==> src/rtl/bwhm_pkg.sv <==
// ----------------------------------------------------------------------------
// bwhm_pkg
// Types and constants shared by the battery watt-hour meter modules.
// ----------------------------------------------------------------------------
package bwhm_pkg;

	// operation codes
	localparam logic [2:0] OP_TICK       = 3'd0;
	localparam logic [2:0] OP_STORE_TRIP = 3'd1;
	localparam logic [2:0] OP_ZERO_WH    = 3'd2;
	localparam logic [2:0] OP_ZERO_TRIP  = 3'd3;
	localparam logic [2:0] OP_ADD_GRID   = 3'd4;

	// configuration register indexes
	localparam int unsigned CFG_IDX_W = 2;
	localparam logic [CFG_IDX_W-1:0] CFG_LOOP_PERIOD = 2'd0;
	localparam logic [CFG_IDX_W-1:0] CFG_MIN_SESSION = 2'd1;
	localparam logic [CFG_IDX_W-1:0] CFG_DISPLAY     = 2'd2;
	localparam int unsigned CFG_DATA_W = 16;

	// reset values of the configuration registers
	localparam logic [7:0]  LOOP_PERIOD_RST = 8'd10;
	localparam logic [15:0] MIN_SESSION_RST = 16'd10;

	// energy arithmetic
	localparam logic [6:0]  ENERGY_SCALE = 7'd114;
	localparam int unsigned PROD_A_W     = 24;       // |amps| * volts
	localparam int unsigned PROD_B_W     = 32;       // ... * period
	localparam int unsigned PROD_C_W     = 39;       // ... * 114
	localparam int unsigned ENERGY_SHIFT = 12;
	localparam int unsigned ENERGY_W     = PROD_C_W - ENERGY_SHIFT;
	localparam int unsigned REM_W        = 20;
	localparam int unsigned SUM_W        = 28;
	// largest sum is just over 60 Wh worth of uWh, so six quotient bits
	localparam int unsigned QUO_W        = 6;
	localparam logic [SUM_W-1:0] UWH_PER_WH = 28'd1000000;
	// floor(sum / 1e6) as (sum * RECIP_M) >> RECIP_SHIFT; exact for any sum
	// below 2^26, which covers remainder plus the largest tick energy
	localparam int unsigned RECIP_W      = 27;
	localparam int unsigned RECIP_SHIFT  = 46;
	localparam logic [RECIP_W-1:0] RECIP_M = 27'd70368745;
	localparam int unsigned RECIP_PROD_W = SUM_W + RECIP_W;
	localparam logic [15:0] WH_MAX = 16'hFFFF;

	typedef struct packed {
		logic [2:0]         operation;
		logic [31:0]        now_ms;
		logic signed [15:0] current_deciamps;
		logic [7:0]         pack_volts;
		logic               key_on;
		logic               grid_plugged;
		logic [31:0]        seconds_since_key_on;
		logic [31:0]        grid_trip_wh;
	} in_item_t;

	typedef struct packed {
		logic [15:0] assist_wh;
		logic [15:0] regen_wh;
		logic [31:0] grid_wh;
		logic [31:0] trip_assist_wh;
		logic [31:0] trip_regen_wh;
		logic [31:0] trip_grid_wh;
		logic        store_session;
		logic [31:0] session_seconds;
	} out_item_t;

	// controller to datapath
	typedef struct packed {
		logic latch;      // capture the accepted transaction
		logic decode;     // run simple ops, or start the tick product
		logic mul_b;
		logic mul_c;
		logic prep;       // scale energy, add remainder
		logic quo;        // whole watt-hours by reciprocal multiply
		logic rem;        // uWh left over after the whole watt-hours
		logic acc;        // fold whole watt-hours into the counters
		logic load_out;
	} cmd_t;

	// datapath to controller
	typedef struct packed {
		logic tick_active;
	} sts_t;

endpackage

==> src/rtl/battery_watt_hour_meter_core.sv <==
// ----------------------------------------------------------------------------
// battery_watt_hour_meter_core
// Battery energy meter: integrates current x voltage x time into assist,
// regen and grid watt-hour counters and keeps trip meters.
// ----------------------------------------------------------------------------
//
//  channel  | signals                          | moves
//  ---------+----------------------------------+------------------------------
//  in       | in_valid, in_stall, in_data      | one operation per transaction
//  out      | out_valid, out_stall, out_data   | counters after the operation
//  cfg      | cfg_we, cfg_index, cfg_data      | register write, no wait
//
//  A tick that accumulates runs from acceptance back to ready through three
//  multiplier stages, a prepare step, a reciprocal multiply and a remainder
//  step for the uWh-to-Wh split, then update and output load. Every other
//  operation goes from decode to output load. One transaction is worked on at a
//  time. A result held under out_stall does not block acceptance of the next
//  transaction; only the output load waits for the slot to free up.
//  Reset is asynchronous, active low; counters and configuration come up at
//  their defaults, no clearing pass.
//
module battery_watt_hour_meter_core (
	input  logic                              clk,
	input  logic                              arst_n,
	input  logic                              cfg_we,
	input  logic [bwhm_pkg::CFG_IDX_W-1:0]    cfg_index,
	input  logic [bwhm_pkg::CFG_DATA_W-1:0]   cfg_data,
	input  logic                              in_valid,
	output logic                              in_stall,
	input  bwhm_pkg::in_item_t                in_data,
	output logic                              out_valid,
	input  logic                              out_stall,
	output bwhm_pkg::out_item_t               out_data
);
	import bwhm_pkg::*;

	cmd_t cmd;   // sequencer commands
	sts_t sts;   // datapath status back to the sequencer

	// control: state machine and handshakes
	bwhm_ctrl u_ctrl (
		.clk       (clk),
		.arst_n    (arst_n),
		.in_valid  (in_valid),
		.in_stall  (in_stall),
		.out_valid (out_valid),
		.out_stall (out_stall),
		.sts       (sts),
		.cmd       (cmd)
	);

	// datapath: config registers, counters, multiplier chain, uWh-to-Wh
	// split, output register
	bwhm_datapath u_dp (
		.clk       (clk),
		.arst_n    (arst_n),
		.cfg_we    (cfg_we),
		.cfg_index (cfg_index),
		.cfg_data  (cfg_data),
		.in_data   (in_data),
		.cmd       (cmd),
		.sts       (sts),
		.out_data  (out_data)
	);

endmodule

==> src/rtl/bwhm_datapath.sv <==
// ----------------------------------------------------------------------------
// bwhm_datapath
// Counters, configuration, energy multiplier chain, uWh-to-Wh split and the
// output register of the watt-hour meter.
// ----------------------------------------------------------------------------
module bwhm_datapath (
	input  logic                                 clk,
	input  logic                                 arst_n,
	input  logic                                 cfg_we,
	input  logic [bwhm_pkg::CFG_IDX_W-1:0]       cfg_index,
	input  logic [bwhm_pkg::CFG_DATA_W-1:0]      cfg_data,
	input  bwhm_pkg::in_item_t                   in_data,
	input  bwhm_pkg::cmd_t                       cmd,
	output bwhm_pkg::sts_t                       sts,
	output bwhm_pkg::out_item_t                  out_data
);
	import bwhm_pkg::*;

	// configuration
	logic [7:0]  loop_period_q;
	logic [15:0] min_session_q;
	logic        display_q;

	// meter state
	logic [15:0]      assist_q, regen_q;
	logic [31:0]      grid_q, trip_assist_q, trip_regen_q, trip_grid_q;
	logic [REM_W-1:0] assist_rem_q, regen_rem_q;
	logic [31:0]      last_tick_q;
	logic             flag_q;
	logic [31:0]      flag_secs_q;

	in_item_t item_q;

	// product chain
	logic [PROD_A_W-1:0] prod_s1;
	logic [PROD_B_W-1:0] prod_s2;
	logic [PROD_C_W-1:0] prod_s3;
	logic [7:0]          period_s1;
	logic                neg_s1;

	// uWh-to-Wh split
	logic [SUM_W-1:0] div_r_q;
	logic [QUO_W-1:0] quo_q;
	logic             regen_path_q;

	logic [7:0]              period;
	logic                    long_gap;
	logic [15:0]             amp_mag;
	logic                    flag_now;
	logic [ENERGY_W-1:0]     energy_floor;
	logic                    round_up;
	logic                    regen_path;
	logic [REM_W-1:0]        rem_sel;
	logic [RECIP_PROD_W-1:0] recip_prod;
	logic [16:0]             assist_sum, regen_sum;

	assign sts.tick_active = (item_q.operation == OP_TICK) &&
		(item_q.key_on || (display_q && item_q.grid_plugged));

	assign period   = item_q.now_ms[7:0] - last_tick_q[7:0];
	assign long_gap = {2'b00, period} > {loop_period_q, 2'b00};
	assign amp_mag  = item_q.current_deciamps[15] ?
		(~item_q.current_deciamps + 16'd1) : item_q.current_deciamps;
	assign flag_now = (item_q.operation == OP_STORE_TRIP) &&
		((regen_q > min_session_q) || (assist_q > min_session_q));

	// floor for positive energy, ceiling of magnitude for negative
	assign energy_floor = prod_s3[PROD_C_W-1:ENERGY_SHIFT];
	assign round_up     = neg_s1 && (|prod_s3[ENERGY_SHIFT-1:0]);
	assign regen_path   = neg_s1 && (prod_s3 != '0);
	assign rem_sel      = regen_path ? regen_rem_q : assist_rem_q;
	assign recip_prod   = RECIP_PROD_W'(div_r_q) * RECIP_PROD_W'(RECIP_M);

	assign assist_sum = {1'b0, assist_q} + {11'd0, quo_q};
	assign regen_sum  = {1'b0, regen_q} + {11'd0, quo_q};

	always_ff @(posedge clk or negedge arst_n) begin
		if (!arst_n) begin
			loop_period_q <= LOOP_PERIOD_RST;
			min_session_q <= MIN_SESSION_RST;
			display_q     <= 1'b0;
		end else if (cfg_we) begin
			case (cfg_index)
				CFG_LOOP_PERIOD: loop_period_q <= cfg_data[7:0];
				CFG_MIN_SESSION: min_session_q <= cfg_data;
				CFG_DISPLAY:     display_q     <= cfg_data[0];
				default: ;
			endcase
		end
	end

	always_ff @(posedge clk or negedge arst_n) begin
		if (!arst_n) begin
			assist_q      <= '0;
			regen_q       <= '0;
			grid_q        <= '0;
			trip_assist_q <= '0;
			trip_regen_q  <= '0;
			trip_grid_q   <= '0;
			assist_rem_q  <= '0;
			regen_rem_q   <= '0;
			last_tick_q   <= '0;
			flag_q        <= 1'b0;
			flag_secs_q   <= '0;
		end else begin
			if (cmd.decode) begin
				flag_q      <= flag_now;
				flag_secs_q <= flag_now ? item_q.seconds_since_key_on : 32'd0;
				if (sts.tick_active) begin
					last_tick_q <= item_q.now_ms;
				end else begin
					case (item_q.operation)
						OP_STORE_TRIP: begin
							if (display_q) begin
								trip_assist_q <= trip_assist_q + {16'd0, assist_q};
								trip_regen_q  <= trip_regen_q + {16'd0, regen_q};
							end else begin
								assist_q <= '0;
								regen_q  <= '0;
								grid_q   <= '0;
							end
						end
						OP_ZERO_WH: begin
							assist_q <= '0;
							regen_q  <= '0;
							grid_q   <= '0;
						end
						OP_ZERO_TRIP: begin
							trip_assist_q <= '0;
							trip_regen_q  <= '0;
							trip_grid_q   <= '0;
						end
						OP_ADD_GRID: trip_grid_q <= trip_grid_q + item_q.grid_trip_wh;
						default: ;
					endcase
				end
			end
			if (cmd.acc) begin
				if (regen_path_q) begin
					regen_rem_q <= div_r_q[REM_W-1:0];
					if ((quo_q != '0) && (regen_q != WH_MAX)) begin
						if (item_q.grid_plugged) begin
							grid_q <= grid_q + {26'd0, quo_q};
						end else begin
							regen_q <= regen_sum[16] ? WH_MAX : regen_sum[15:0];
						end
					end
				end else begin
					assist_rem_q <= div_r_q[REM_W-1:0];
					if (quo_q != '0) begin
						assist_q <= assist_sum[16] ? WH_MAX : assist_sum[15:0];
					end
				end
			end
		end
	end

	// payload registers
	always_ff @(posedge clk) begin
		if (cmd.latch) begin
			item_q <= in_data;
		end
		if (cmd.decode) begin
			period_s1 <= long_gap ? 8'd0 : period;
			neg_s1    <= item_q.current_deciamps[15];
			prod_s1   <= PROD_A_W'(amp_mag) * PROD_A_W'(item_q.pack_volts);
		end
		if (cmd.mul_b) begin
			prod_s2 <= PROD_B_W'(prod_s1) * PROD_B_W'(period_s1);
		end
		if (cmd.mul_c) begin
			prod_s3 <= PROD_C_W'(prod_s2) * PROD_C_W'(ENERGY_SCALE);
		end
		if (cmd.prep) begin
			div_r_q      <= SUM_W'(rem_sel) + SUM_W'(energy_floor) + SUM_W'(round_up);
			regen_path_q <= regen_path;
		end
		if (cmd.quo) begin
			quo_q <= recip_prod[RECIP_SHIFT +: QUO_W];
		end
		if (cmd.rem) begin
			div_r_q <= div_r_q - (SUM_W'(quo_q) * UWH_PER_WH);
		end
		if (cmd.load_out) begin
			out_data.assist_wh       <= assist_q;
			out_data.regen_wh        <= regen_q;
			out_data.grid_wh         <= grid_q;
			out_data.trip_assist_wh  <= trip_assist_q;
			out_data.trip_regen_wh   <= trip_regen_q;
			out_data.trip_grid_wh    <= trip_grid_q;
			out_data.store_session   <= flag_q;
			out_data.session_seconds <= flag_secs_q;
		end
	end

endmodule

==> src/rtl/bwhm_ctrl.sv <==
// ----------------------------------------------------------------------------
// bwhm_ctrl
// Sequencer for the watt-hour meter: handshakes and step order.
// ----------------------------------------------------------------------------
module bwhm_ctrl (
	input  logic            clk,
	input  logic            arst_n,
	input  logic            in_valid,
	output logic            in_stall,
	output logic            out_valid,
	input  logic            out_stall,
	input  bwhm_pkg::sts_t  sts,
	output bwhm_pkg::cmd_t  cmd
);
	import bwhm_pkg::*;

	typedef enum logic [8:0] {
		ST_IDLE   = 9'b0_0000_0001,
		ST_DECODE = 9'b0_0000_0010,
		ST_MUL_B  = 9'b0_0000_0100,
		ST_MUL_C  = 9'b0_0000_1000,
		ST_PREP   = 9'b0_0001_0000,
		ST_QUO    = 9'b0_0010_0000,
		ST_REM    = 9'b0_0100_0000,
		ST_ACC    = 9'b0_1000_0000,
		ST_EMIT   = 9'b1_0000_0000
	} state_t;

	state_t state_q, state_d;
	logic   out_valid_q;
	logic   out_free;

	assign out_free  = !out_valid_q || !out_stall;
	assign in_stall  = state_q != ST_IDLE;
	assign out_valid = out_valid_q;

	always_comb begin
		cmd      = '0;
		state_d  = state_q;
		case (state_q)
			ST_IDLE: begin
				cmd.latch = in_valid;
				if (in_valid) begin
					state_d = ST_DECODE;
				end
			end
			ST_DECODE: begin
				cmd.decode = 1'b1;
				state_d    = sts.tick_active ? ST_MUL_B : ST_EMIT;
			end
			ST_MUL_B: begin
				cmd.mul_b = 1'b1;
				state_d   = ST_MUL_C;
			end
			ST_MUL_C: begin
				cmd.mul_c = 1'b1;
				state_d   = ST_PREP;
			end
			ST_PREP: begin
				cmd.prep = 1'b1;
				state_d  = ST_QUO;
			end
			ST_QUO: begin
				cmd.quo = 1'b1;
				state_d = ST_REM;
			end
			ST_REM: begin
				cmd.rem = 1'b1;
				state_d = ST_ACC;
			end
			ST_ACC: begin
				cmd.acc = 1'b1;
				state_d = ST_EMIT;
			end
			ST_EMIT: begin
				cmd.load_out = out_free;
				if (out_free) begin
					state_d = ST_IDLE;
				end
			end
			default: state_d = ST_IDLE;
		endcase
	end

	always_ff @(posedge clk or negedge arst_n) begin
		if (!arst_n) begin
			state_q     <= ST_IDLE;
			out_valid_q <= 1'b0;
		end else begin
			state_q <= state_d;
			if (cmd.load_out) begin
				out_valid_q <= 1'b1;
			end else if (!out_stall) begin
				out_valid_q <= 1'b0;
			end
		end
	end

endmodule

==> config.mk <==
export PLATFORM = sky130hd
export DESIGN_NAME = battery_watt_hour_meter_core
export DESIGN_NICKNAME = d
export VERILOG_FILES = /design/src/rtl/bwhm_pkg.sv /design/src/rtl/battery_watt_hour_meter_core.sv /design/src/rtl/bwhm_datapath.sv /design/src/rtl/bwhm_ctrl.sv
export SDC_FILE = /design/constraint.sdc
export NUM_CORES = 2
export LEC_CHECK = 0
export BUFFER_PORTS_ARGS = -buffer_cell sky130_fd_sc_hd__buf_2
export CAP_MARGIN = 20
export CORE_MARGIN = 1
export CORE_UTILIZATION = 51
export CTS_CLUSTER_DIAMETER = 30
export DETAILED_ROUTE_END_ITERATION = 8
export GPL_TIMING_DRIVEN = 1
export HOLD_SLACK_MARGIN = 0.03
export PLACE_DENSITY = 0.7
export SYNTH_ARGS = -nofsm -noshare
export SYNTH_HDL_FRONTEND = slang
export SYNTH_SLANG_ARGS = --single-unit
export TNS_END_PERCENT = 5
==> constraint.sdc <==
create_clock -name clk -period 12.5 [get_ports clk]
set_input_delay 2.5 -clock clk [delete_from_list [all_inputs] [get_ports clk]]
set_output_delay 2.5 -clock clk [all_outputs]
set_load 0.02 [all_outputs]
==> results.py <==
metrics = {
    "run_status": {
        "status": "completed",
    },
    "clock_network": {
        "cts.sinks": 708,
        "cts_tree": "built",
        "clockBufferDepth": 3,
        "clock_latency_ps": 730,
        "hold_buffers": 0,
        "clk_pin_slew_ps": 50,
        "cts_resized": 0,
        "numCtsBuffers": 136,
        "htreeDepth": 4,
        "cts-root-buf": "clkbuf_16",
        "postCtsSetupBuffers": 0,
    },
    "floorplanning": {
        "top_level_ports": 343,
        "start_util_pct": 51.4,
        "die_x_microns": 339,
        "die_h_microns": 339,
        "rows": 123,
        "die_area_sq_mm": 0.115,
        "coreArea_sq_mm": 0.112,
    },
    "setup_path": {
        "path_class": "reg -> reg",
        "cp-end-kind": "flop",
        "critPathArrivalTime_ps": 7810,
        "path_max_fanout": 13,
        "cp.required_ps": 12970,
        "worstSetupStartpointType": "flop",
    },
    "routing": {
        "wl_met3_mm": 5.72,
        "firstDrtPassIters": 6,
        "detail_route.iter0.violations": 2194,
        "highest_layer": "met5",
        "routed_wl_mm": 129,
        "drc": 0,
        "avgRoutedWirePerCell_microns": 17.6,
        "ant_nets": 0,
        "wl_met1_mm": 56.2,
        "num_vias": 39100,
        "met2_length_mm": 63.3,
        "viasPerCell": 5.34,
    },
    "grt": {
        "grt_pass1_wl_mm": 212,
        "grt_usage_pct": 23.0,
        "grt_antenna_before_repair": 24,
        "grt_pass1_vias": 40800,
        "grt_overflow": 0,
        "grt_max_degree": 105,
    },
    "cells_and_area": {
        "fillers": 9187,
        "fin_nets": 7088,
        "finalNonFillerCells": 7323,
        "multi_input_area_sq_mm": 0.0345,
        "area_delta_synth_final_pct": 14.8,
        "drive_above_1_share_pct": 11.9,
        "regArea_sq_mm": 0.0199,
    },
    "worst_hold_path": {
        "hold_path_class": "reg -> reg",
    },
    "yosys": {
        "yosysWarnings": 0,
        "yosysSeqAreaShare_pct": 34.4,
        "synth_nets": 6672,
        "ys.flop_type": "edfxtp_1",
        "synthArstFlopShare_pct": 39.0,
        "ys_seq_elements": 708,
        "synth_area_per_cell_sq_um": 11.0,
        "synth_cells": 5270,
        "synth_cell_types": 79,
        "synth_edf_count": 432,
        "synth_area_sq_mm": 0.0579,
    },
    "sta": {
        "clock_skew_ps": 66.8,
        "max_freq_mhz": 136,
        "rsz0062_at_grt": "false",
        "hold_viol": 0,
        "setup_ws_ps": 5160,
        "tightest_slew_ps": 1040,
        "relSlewSlack_pct": 30.6,
        "fin_crit_sh_pct": 58.7,
        "finalSetupTns_ps": 0,
        "slew_viol_final": 0,
        "period_needed_ps": 7340,
        "setup_viol": 0,
    },
    "placed_design": {
        "post-dp-hpwl_mm": 98.5,
        "placed_cells": 7047,
        "io_buffers": 318,
        "place_ws_ps": 5130,
        "place.gp.congestion": 0.913,
    },
    "power": {
        "vdd_ir_drop_max_mv": 0.529,
        "pwr_density_cell_mw_per_mm2": 264,
        "p_int_mw": 10.5,
        "switching_share_pct": 40.3,
        "p_seq_share_pct": 20.6,
        "switchingPower_mw": 7.06,
        "leakagePower_nw": 31.4,
        "pwr-share-clk_pct": 21.9,
        "p_comb_share_pct": 57.6,
    },
    "flow_run": {
        "max-cap-violations": 0,
    },
}
-- logic make-up after synthesis --
| kind of cell | synth area share [%] |
|---|---|
| DFF | 34.4 |
| buffers and inverters | 6.18 |
| muxes | 1.19 |
| adders and majority gates | 34.9 |
| and+or+nand+nor | 11.0 |
| AOI/OAI and AO/OA | 8.25 |
| xor gates and xnor gates | 4.10 |
-- placed cells by master, fill, tap and decap left out, drive strengths merged, types with 23 or more instances in the layout --
| cell type | n |
|---|---|
| nand2b | 59 |
| clkinv | 42 |
| a21o | 103 |
| o21a | 40 |
| a21oi | 206 |
| o21bai | 26 |
| buf | 364 |
| nand4 | 38 |
| and3 | 37 |
| a22o | 37 |
| nand3 | 115 |
| nor2 | 210 |
| edfxtp | 432 |
| clkbuf | 163 |
| dfrtp | 271 |
| nor2b | 119 |
| and2 | 132 |
| inv | 883 |
| diode | 23 |
| nand2 | 383 |
| xnor2 | 139 |
| xor2 | 132 |
| fa | 600 |
| ha | 654 |
| o21ai | 212 |
| or3 | 28 |
| mux2 | 55 |
| nor3 | 66 |
-- layout make-up --
cell class                 count  share of cell area [%]
clock inverter                89                    2.01
timing repair buffer         364                    2.96
multi-input combinational   3610                    51.9
inverter                     866                    4.90
antenna                       23                  0.0867
sequential                   708                    29.9
tap                         1500                    2.83
clock buffer                 163                    5.39
-- state kept, by name, summed over array words and instances, names as in the netlist, 20 cells and up --
name                flops
u_dp.trip_assist_q     32
u_dp.prod_s3           38
u_dp.out_data         193
u_dp.assist_rem_q      20
u_dp.trip_regen_q      32
u_dp.flag_secs_q       32
u_dp.div_r_q           28
u_dp.prod_s2           32
u_dp.item_q           101
u_dp.prod_s1           24
u_dp.trip_grid_q       32
u_dp.grid_q            32
u_dp.regen_rem_q       20
-- worst paths after layout --
kind | start | to | slack [ps] | depth (start not counted)
max in group asynchronous | arst_n | u_dp.trip_grid_q[3] | 8520 | 3
min | u_dp.item_q[55] | u_dp.flag_secs_q[23] | 440 | 1
min reg2reg | u_dp.item_q[55] | u_dp.flag_secs_q[23] | 440 | 1
max | u_dp.div_r_q[19] | u_dp.quo_q[5] | 5160 | 23
max reg2reg | u_dp.div_r_q[19] | u_dp.quo_q[5] | 5160 | 23
min in group asynchronous | arst_n | u_dp.grid_q[24] | 1810 | 1
-- routing by layer --
metal | global-route usage (%) | vias to the layer above
li1 | - | 18500
met1 | 30.1 | 19400
met2 | 38.6 | 922
met3 | 3.36 | 241
met4 | 8.58 | 6
met5 | 0 | -
-- metrics by stage --
step	utilization, %	power [mW]	hold WS [ps]	area [sq um]
3_3_place_gp	54.6	13.4	432	61400
2_1_floorplan	-	11.8	425	57900
5_1_grt	59.0	19.2	455	66400
4_1_cts	58.9	17.6	444	66300
3_5_place_dp	54.6	13.7	431	61400
6_report	59.0	17.5	444	66400
-- worst max-delay path: stages (launching register included) --
cell	delay [ps]
edfxtp_1	890
fa_1	540
fa_1	540
inv_1	70
fa_1	460
fa_1	570
inv_1	60
fa_1	490
fa_1	490
inv_1	50
fa_1	470
inv_1	50
ha_1	280
and3_1	370
nand2_1	80
or2_2	280
a211oi_1	250
nor2_1	190
o211ai_1	280
a31oi_1	190
nor2b_1	180
o21a_1	150
nor2_1	50
xnor2_1	110
-- Yosys cell counts (6+ instances only) --
library cell,count,area [sq um]
inv_1,865,3250
ha_1,654,8180
fa_1,600,12000
edfxtp_1,432,13000
nand2_1,382,1430
dfrtp_1,271,6780
nor2_1,209,785
a21oi_1,206,1030
o21ai_0,194,971
xnor2_1,139,1220
xor2_1,132,1160
and2_1,131,820
nor2b_1,119,744
nand3_1,115,576
a21o_1,103,773
clkbuf_1,81,304
nor3_1,63,315
nand2b_1,59,369
mux2_2,55,619
o21a_1,40,300
nand4_1,38,238
a22o_1,37,324
and3_1,37,231
or3_1,28,175
o21bai_1,26,195
nor4_1,20,125
a31oi_1,18,113
o21ai_1,18,90.1
a211oi_1,14,105
and4_1,13,114
or2_2,12,75.1
o31ai_1,11,82.6
nor3b_1,9,67.6
a311oi_1,8,70.1
mux2i_1,7,70.1
o211ai_1,7,52.6
a21boi_0,6,45.0
a221oi_1,6,52.6
a31o_2,6,52.6
and4b_1,6,60.1
nor4b_1,6,52.6
o41ai_1,6,52.6
-- power by group through the flow --
stage	clock, mW	combinational, mW	sequential, mW
floorplan	0	8.11	3.64
global placement	0	9.77	3.63
detailed placement	0	10.0	3.64
CTS	3.89	10.2	3.60
global route	4.00	11.5	3.63
finish	3.83	10.1	3.60
Note: power is estimated with default switching activity, not from simulation.
